==> config.mk <==
export PLATFORM = sky130hd
export DESIGN_NAME = r2i_front
export DESIGN_NICKNAME = d
export VERILOG_FILES = /design/src/design/r2i_pkg.sv /design/src/design/r2i_front.sv
export VERILOG_INCLUDE_DIRS = /design/src /design/src/design
export SDC_FILE = /design/constraint.sdc
export NUM_CORES = 1
export LEC_CHECK = 0
export ABC_AREA = 1
export BUFFER_PORTS_ARGS = -buffer_cell sky130_fd_sc_hd__buf_2
export CORE_MARGIN = 8
export CORE_UTILIZATION = 50
export DETAILED_ROUTE_END_ITERATION = 10
export PLACE_DENSITY_LB_ADDON = 0.2
export SLEW_MARGIN = 20
export SYNTH_ARGS = -nofsm -noshare
export SYNTH_HDL_FRONTEND = slang
export SYNTH_SLANG_ARGS = --single-unit
==> constraint.sdc <==
create_clock -name aclk -period 13 [get_ports aclk]
set_input_delay 3.25 -clock aclk [delete_from_list [all_inputs] [get_ports aclk]]
set_output_delay 3.25 -clock aclk [all_outputs]
set_load 0.01 [all_outputs]
==> src/design/assert_macros.svh <==
// Assertion macros shared by the converter's RTL files.
`ifndef ASSERT_MACROS_SVH
`define ASSERT_MACROS_SVH
`ifndef ASSERT_OFF
// Checked on every clock edge outside reset.
`define ASSERT_RST(label, prop, msg) \
    label: assert property (@(posedge aclk) disable iff (!aresetn) (prop)) else $error(msg);
// Checked on every clock edge, reset included.
`define ASSERT_CLK(label, prop, msg) \
    label: assert property (@(posedge aclk) (prop)) else $error(msg);
`else
`define ASSERT_RST(label, prop, msg)
`define ASSERT_CLK(label, prop, msg)
`endif
`endif

==> src/design/r2i_pkg.sv <==
// Types, constants and colour arithmetic shared by the RGB to I420 converter.
package r2i_pkg;

    // Line store geometry.
    localparam int MAX_WIDTH   = 4096;
    localparam int LINE_DEPTH  = MAX_WIDTH / 2;
    localparam int LINE_AW     = $clog2(LINE_DEPTH);
    localparam int COUNT_LIMIT = 4096;
    localparam int WIDTH_CAP   = (MAX_WIDTH < COUNT_LIMIT) ? MAX_WIDTH : COUNT_LIMIT;

    // Configuration port.
    localparam int CFG_IDX_W  = 1;
    localparam int CFG_DATA_W = 13;
    localparam logic [CFG_IDX_W-1:0] CFG_FRAME_WIDTH  = 1'b0;
    localparam logic [CFG_IDX_W-1:0] CFG_FRAME_HEIGHT = 1'b1;
    localparam logic [CFG_DATA_W-1:0] FRAME_WIDTH_RST  = 13'd640;
    localparam logic [CFG_DATA_W-1:0] FRAME_HEIGHT_RST = 13'd480;
    localparam logic [CFG_DATA_W-1:0] WIDTH_MAX_EFF    = CFG_DATA_W'(WIDTH_CAP);
    localparam logic [CFG_DATA_W-1:0] HEIGHT_MAX_EFF   = CFG_DATA_W'(COUNT_LIMIT);

    // Luma coefficients.
    localparam logic [15:0] Y_COEF_R = 16'd66;
    localparam logic [15:0] Y_COEF_G = 16'd129;
    localparam logic [15:0] Y_COEF_B = 16'd25;
    localparam logic [15:0] Y_ROUND  = 16'd128;
    localparam logic [8:0]  Y_OFFSET = 9'd16;
    localparam logic [8:0]  Y_MAX    = 9'd235;

    // Chroma coefficients.
    localparam logic signed [17:0] CB_R  = -18'sd38;
    localparam logic signed [17:0] CB_G  = -18'sd74;
    localparam logic signed [17:0] CB_B  = 18'sd112;
    localparam logic signed [17:0] CR_R  = 18'sd112;
    localparam logic signed [17:0] CR_G  = -18'sd94;
    localparam logic signed [17:0] CR_B  = -18'sd18;
    localparam logic signed [17:0] C_ROUND  = 18'sd128;
    localparam logic signed [17:0] C_OFFSET = 18'sd128;
    localparam logic signed [17:0] C_TRUNC  = 18'sd255;

    typedef struct packed {
        logic [7:0] red;
        logic [7:0] green;
        logic [7:0] blue;
    } pixel_t;

    typedef struct packed {
        logic [7:0]  luma;
        logic [11:0] col_pos;
        logic [11:0] row_pos;
        logic        chroma_valid;
        logic [7:0]  cb_sample;
        logic [7:0]  cr_sample;
        logic        frame_end;
    } result_t;

    // Horizontal pair sums of one component triple; one line store entry.
    typedef struct packed {
        logic [8:0] sum_r;
        logic [8:0] sum_g;
        logic [8:0] sum_b;
    } pair_sum_t;

    // What the front end hands to the pipeline for one accepted pixel.
    typedef struct packed {
        logic [7:0]  luma;
        logic [11:0] col_pos;
        logic [11:0] row_pos;
        logic        block_done;
        logic        frame_end;
        pair_sum_t   pairs;
    } front_info_t;

    // Line store access for one accepted pixel.
    typedef struct packed {
        logic               wr_en;
        logic               rd_en;
        logic [LINE_AW-1:0] addr;
        pair_sum_t          wdata;
    } line_req_t;

    // Divide by 256 with truncation toward zero, add the offset, clamp to a byte.
    function automatic logic [7:0] chroma_scale(input logic signed [17:0] acc);
        logic signed [17:0] biased;
        logic signed [17:0] shifted;
        logic signed [17:0] offset;
        biased  = (acc < 0) ? acc + C_TRUNC : acc;
        shifted = biased >>> 8;
        offset  = shifted + C_OFFSET;
        if (offset < 0) begin
            return 8'd0;
        end else if (offset > 18'sd255) begin
            return 8'd255;
        end
        return offset[7:0];
    endfunction

    function automatic logic [7:0] cb_of(input logic [7:0] r, input logic [7:0] g,
                                         input logic [7:0] b);
        logic signed [17:0] acc;
        acc = CB_R * signed'({10'd0, r}) + CB_G * signed'({10'd0, g})
            + CB_B * signed'({10'd0, b}) + C_ROUND;
        return chroma_scale(acc);
    endfunction

    function automatic logic [7:0] cr_of(input logic [7:0] r, input logic [7:0] g,
                                         input logic [7:0] b);
        logic signed [17:0] acc;
        acc = CR_R * signed'({10'd0, r}) + CR_G * signed'({10'd0, g})
            + CR_B * signed'({10'd0, b}) + C_ROUND;
        return chroma_scale(acc);
    endfunction

endpackage

==> src/design/r2i_front.sv <==
// Front end: configuration registers, pixel position counters, luma and pair sums.
`include "assert_macros.svh"

module r2i_front (
    input  logic                                aclk,
    input  logic                                aresetn,
    input  r2i_pkg::pixel_t                     pix,
    input  logic                                accept,
    input  logic                                cfg_valid,
    input  logic [r2i_pkg::CFG_IDX_W-1:0]       cfg_index,
    input  logic [r2i_pkg::CFG_DATA_W-1:0]      cfg_data,
    output r2i_pkg::front_info_t                info,
    output r2i_pkg::line_req_t                  line_req
);
    import r2i_pkg::*;

    logic [CFG_DATA_W-1:0] frame_width_reg,  frame_width_next;
    logic [CFG_DATA_W-1:0] frame_height_reg, frame_height_next;
    logic [11:0]           col_count_reg,    col_count_next;
    logic [11:0]           row_count_reg,    row_count_next;
    pixel_t                held_left_reg,    held_left_next;

    logic [CFG_DATA_W-1:0] width_eff;
    logic [CFG_DATA_W-1:0] height_eff;
    logic                  row_end;
    logic                  frame_last;
    logic [15:0]           luma_acc;
    logic [8:0]            luma_wide;
    logic                  odd_col;
    logic                  odd_row;
    pair_sum_t             pairs;

    // Configuration writes.
    always_comb begin
        frame_width_next  = frame_width_reg;
        frame_height_next = frame_height_reg;
        if (cfg_valid) begin
            unique case (cfg_index)
                CFG_FRAME_WIDTH:  frame_width_next  = cfg_data;
                CFG_FRAME_HEIGHT: frame_height_next = cfg_data;
            endcase
        end
    end

    // A zero size acts as one; oversized values saturate.
    always_comb begin
        if (frame_width_reg == '0) begin
            width_eff = CFG_DATA_W'(1);
        end else if (frame_width_reg > WIDTH_MAX_EFF) begin
            width_eff = WIDTH_MAX_EFF;
        end else begin
            width_eff = frame_width_reg;
        end
        if (frame_height_reg == '0) begin
            height_eff = CFG_DATA_W'(1);
        end else if (frame_height_reg > HEIGHT_MAX_EFF) begin
            height_eff = HEIGHT_MAX_EFF;
        end else begin
            height_eff = frame_height_reg;
        end
    end

    // Row and frame ends; a counter already past a shrunken size ends the row too.
    assign row_end    = ({1'b0, col_count_reg} + CFG_DATA_W'(1)) >= width_eff;
    assign frame_last = row_end && (({1'b0, row_count_reg} + CFG_DATA_W'(1)) >= height_eff);

    always_comb begin
        col_count_next = col_count_reg;
        row_count_next = row_count_reg;
        held_left_next = held_left_reg;
        if (accept) begin
            if (row_end) begin
                col_count_next = '0;
                row_count_next = frame_last ? 12'd0 : row_count_reg + 12'd1;
            end else begin
                col_count_next = col_count_reg + 12'd1;
            end
            if (!odd_col) begin
                held_left_next = pix;
            end
        end
    end

    // Luma from constant coefficients; the clamp guards the upper limit.
    assign luma_acc = 16'(pix.red) * Y_COEF_R + 16'(pix.green) * Y_COEF_G
                    + 16'(pix.blue) * Y_COEF_B + Y_ROUND;
    assign luma_wide = 9'(luma_acc[15:8]) + Y_OFFSET;

    // Horizontal pair sums of the held even-column pixel and this one.
    assign pairs.sum_r = 9'(held_left_reg.red)   + 9'(pix.red);
    assign pairs.sum_g = 9'(held_left_reg.green) + 9'(pix.green);
    assign pairs.sum_b = 9'(held_left_reg.blue)  + 9'(pix.blue);

    assign odd_col = col_count_reg[0];
    assign odd_row = row_count_reg[0];

    always_comb begin
        info.luma       = (luma_wide > Y_MAX) ? Y_MAX[7:0] : luma_wide[7:0];
        info.col_pos    = col_count_reg;
        info.row_pos    = row_count_reg;
        info.block_done = odd_col && odd_row;
        info.frame_end  = frame_last;
        info.pairs      = pairs;
    end

    // Even rows store their pair sums; odd rows fetch them to finish the block.
    // The entry read on an odd row was written a whole row earlier, so no
    // access in flight ever touches the same entry.
    always_comb begin
        line_req.wr_en = accept && odd_col && !odd_row;
        line_req.rd_en = accept && odd_col && odd_row;
        line_req.addr  = LINE_AW'(col_count_reg >> 1);
        line_req.wdata = pairs;
    end

    always_ff @(posedge aclk) begin
        if (!aresetn) begin
            frame_width_reg  <= FRAME_WIDTH_RST;
            frame_height_reg <= FRAME_HEIGHT_RST;
            col_count_reg    <= '0;
            row_count_reg    <= '0;
            held_left_reg    <= '0;
        end else begin
            frame_width_reg  <= frame_width_next;
            frame_height_reg <= frame_height_next;
            col_count_reg    <= col_count_next;
            row_count_reg    <= row_count_next;
            held_left_reg    <= held_left_next;
        end
    end

    `ASSERT_RST(a_line_one_access, !(line_req.wr_en && line_req.rd_en), "line store written and read in one cycle")
    `ASSERT_RST(a_col_in_row, (!accept || row_end || col_count_next != 12'd0) || (col_count_reg == 12'hFFF), "column counter wrapped before the row end")

endmodule

Word level (Yosys, flattened, before mapping)

Index checks and enable logic that the tools add are counted.
W data, S select, Z words.

Bits in registers: 74
Input bits: 42
Logic and storage cells: 47

Add/subtract/negate cells: 11
Multipliers: 3
Magnitude comparators: 5
Muxes and demuxes: 7
Bitwise logic cells: 2
Reductions and logical operators: 12

Operators by type and width:

| operator                | number |
|---|---|
| $mux W13                | 4 |
| $add A8 B8 Y9           | 3 |
| $add A12 B1 Y13 const B | 2 |
| $ge A13 B13 Y1          | 2 |
| $gt A13 B13 Y1 const B  | 2 |
| $logic_not A13 Y1       | 2 |
| $add A12 B1 Y12 const B | 2 |
| $mux W12                | 2 |
| $add A15 B16 Y16        | 1 |
| $add A16 B13 Y16        | 1 |
| $add A16 B8 Y16 const B | 1 |
| $mul A8 B8 Y16 const B  | 1 |
| $mul A8 B6 Y14 const B  | 1 |
| $mul A8 B5 Y13 const B  | 1 |
| $add A8 B5 Y9 const B   | 1 |
| $gt A9 B8 Y1 const B    | 1 |
| $mux W8                 | 1 |
| $reduce_and A2 Y1       | 4 |
| $logic_and A1 B1 Y1     | 5 |
| $not A1 Y1              | 2 |
| $logic_not A1 Y1        | 1 |

Logic depth before layout (Yosys ltp)

Depth in word-level cells: 7
Mapped depth: 31
Gate-level depth less buffers: 31

Worst setup path after synthesis

OpenSTA, ideal clock, no wires.

Path type: input to output
From: input port pix[18] (netlist name)
To: output port info[56] (netlist name)
Arrival: 8.494 ns
Required time: 9.750 ns
Setup slack: 1.256 ns
Cell stages on the path: 27
Buffers on the path: 0
Cell sequence: ha_1 -> ha_1 -> ha_1 -> fa_1 -> inv_1 -> fa_1 -> fa_1 -> inv_1 -> fa_1 -> inv_1 -> fa_1 -> inv_1 -> ha_1 -> nand2_2 -> nor2_2 -> inv_1 -> nor2_2 -> nand2_2 -> nand3_2 -> nand2_2 -> nand2_2 -> inv_1 -> ha_1 -> nand3b_1 -> nor2_4 -> nand2_4 -> nand3b_1

RTL lines:

| item            | RTL line        | source |
|---|---|---|
| start, declared | r2i_front.sv:7  | `input r2i_pkg::pixel_t pix,` |
| end, declared   | r2i_front.sv:12 | `output r2i_pkg::front_info_t info,` |

==> flow_summary.ini <==
[route]
drc = 0
vias = 6526
vias_per_cell = 4.96
ant_nets = 0
drtIter0Drc = 320
wirelength_um = 18300
drt_pass1_iterations = 5
wl_per_cell_um = 13.9

[die]
num_rows = 44
dieArea_um2 = 19100
io_pins = 143
dieWidth_um = 138
start_util_pct = 51.2
fp.coreArea_um2 = 14500
chipHeight_um = 138

[global_routing]
grt_pass1_vias = 6440
grt_pass1_wl_um = 30700
grt_max_degree = 54
overflow = 0
antenna_found_initial = 1
grt_usage_pct = 19.0

[clock_network]
htreeDepth = 3
cts_inserted_buffers = 9
post-cts-setup-buffer-count = 0
cts_buffer_depth = 2
cts_tree = done
cts_hold_buf = 0
cts.reportedPaths.clkPinSlew_ns = 0.06
clock_latency_ns = 0.35
ctsResizeCount = 0
root_buffer = clkbuf_16
cts_sinks = 74

[critical_path]
critPathMaxStageDelay_ns = 0.53
path_class = input pin to output pin
critPathCaptureType = output pin
start_kind = input pin
rrSetupSlack_ns = 9.03
critPathTopFamily = adder cells
worst-path-max-fanout = 6
cp.required_ns = 9.75
cp_common_cell = inv_1
path_buf_inv = 8
cp.arrival_ns = 8.97
cp_slowest_cell = fa_1

[sta]
final.period_utilization_pct = 94.0
hold_violations = 0
rsz0062_at_grt = false
holdWs_ns = 0.481
period_minus_slack_ns = 12.22
worstMarginPinSlew_ns = 1.08
maxSlewViolCount = 0
finalSetupViolCount = 0
clock_skew_ns = 0.0104
slew_headroom_pct = 27.8
tns_ns = 0
timing.fmax_mhz = 81.8

[run]
cap_violations = 0

[synth]
yosysWarnings = 0
netlist_instances = 1035
ys_seq_elements = 74
postSynthNetCount = 1229
synth.avg_cell_area_um2 = 7.20
yosysSeqAreaShare_pct = 19.9
synth_cell_types = 35
netlist_area_um2 = 7450

[placed_design]
port_buffers = 142
dp_hpwl_um = 14800
gp_congestion = 0.825
placed_cell_area_um2 = 8010

[power]
p_leak_nw = 4.55
ir_drop_mv = 0.204
power.density_nw_per_um2 = 184

[layout]
fin_nets = 1321
syn_to_final_growth_pct = 11.6
layout-drive-gt1-share_pct = 16.2
largest_reg_flops = 24
fin_area_um2 = 8310

[worst_hold_path]
hp-class = register to register

[status]
status = finished clean
==> layout by cell type, fill, tap and decap left out, drive strengths merged <==
master      n
nand2     189
inv       168
buf       142
ha        123
nor2      121
dfxtp      74
a21oi      67
o21ai      61
nand3      34
xor2       31
fa         29
nand4      22
nor4       10
clkbuf     10
xnor2       9
nor3        9
clkinv      6
and2        5
nand3b      5
a21o        3
a22oi       3
o21bai      2
a31oi       2
clkinvlp    2
diode       1
a31o        1
o221ai      1
or2         1
o211a       1
bufinv      1
==> power by group <==
part           switching (mW)  internal, mW
sequential            0.00907         0.240
combinational           0.629         0.398
clock                   0.102         0.149
==> final cells by class <==
class / instances / area (um^2)
Inverter: 171 / 642
Antenna cell: 1 / 2.50
Sequential cell: 74 / 1480
Clock inverter: 6 / 67.6
Clock buffer: 10 / 229
Multi-Input combinational cell: 729 / 4950
Fill cell: 1439 / 6220
Tap cell: 184 / 230
Timing Repair Buffer: 142 / 711
==> per-stage QoR <==
stage	utilization [%]	std cells	worst slack, ns	power, mW
2_1_floorplan	-	1035	1.26	1.04
3_3_place_gp	55.1	1300	0.834	1.28
3_5_place_dp	55.1	1300	0.793	1.29
4_1_cts	57.2	1316	0.752	1.54
5_1_grt	57.2	1317	0.470	1.69
6_report	57.2	1317	0.777	1.53
==> Yosys cell counts (all sizes together) <==
cell type / number / area (um^2)
nor2: 121 / 472
buf: 43 / 313
clkbuf: 18 / 67.6
clkinv: 3 / 11.3
ha: 123 / 1540
o21ai: 61 / 305
a22oi: 3 / 22.5
nand4: 22 / 138
nand3: 34 / 180
a31oi: 2 / 12.5
xor2: 31 / 272
nand2: 189 / 757
o21bai: 2 / 15.0
a31o: 1 / 8.76
nor4: 10 / 62.6
xnor2: 9 / 78.8
o211a: 1 / 10.0
nor3: 9 / 45.0
a21oi: 67 / 339
inv: 168 / 631
o221ai: 1 / 8.76
fa: 29 / 581
a21o: 3 / 22.5
and2: 5 / 31.3
dfxtp: 74 / 1480
nand3b: 5 / 37.5
or2: 1 / 6.26
==> layer usage <==
metal | track usage, % | part of all wire [%]
met5 | 0 | 0
met4 | 4.41 | 1.2
met3 | 3.42 | 3.5
met2 | 31.0 | 44
met1 | 25.3 | 51
==> worst register-to-register path, cell delays in order (launching register included) <==
cell	delay, ns
dfxtp_1	0.46
inv_1	0.09
nor3_1	0.26
nand2_1	0.13
nor2_1	0.10
inv_1	0.05
nor3_1	0.12
inv_1	0.07
nor4_1	0.29
ha_1	0.31
nand2_1	0.13
o21ai_0	0.13
a21oi_1	0.14
nand3_1	0.50
nor2_1	0.83
nand2_1	0.12
a21oi_1	0.15
==> cell families after synthesis <==
group | count (synthesis) | synth area share [%]
compound gates | 141 | 10.0
xor+xnor | 40 | 4.70
fa+ha+maj | 152 | 28.5
buf+inv | 232 | 13.7
flops | 74 | 19.9
simple gates | 396 | 23.2
==> final timing paths <==
check / start / endpoint / depth (start not counted)
max: pix[18] / info[55] / 30
min: row_count_reg[10] / row_count_reg[10] / 2
max reg2reg: col_count_reg[2] / col_count_reg[6] / 16
min reg2reg: row_count_reg[10] / row_count_reg[10] / 2
No activity file was read; power rests on OpenSTA's default activity.
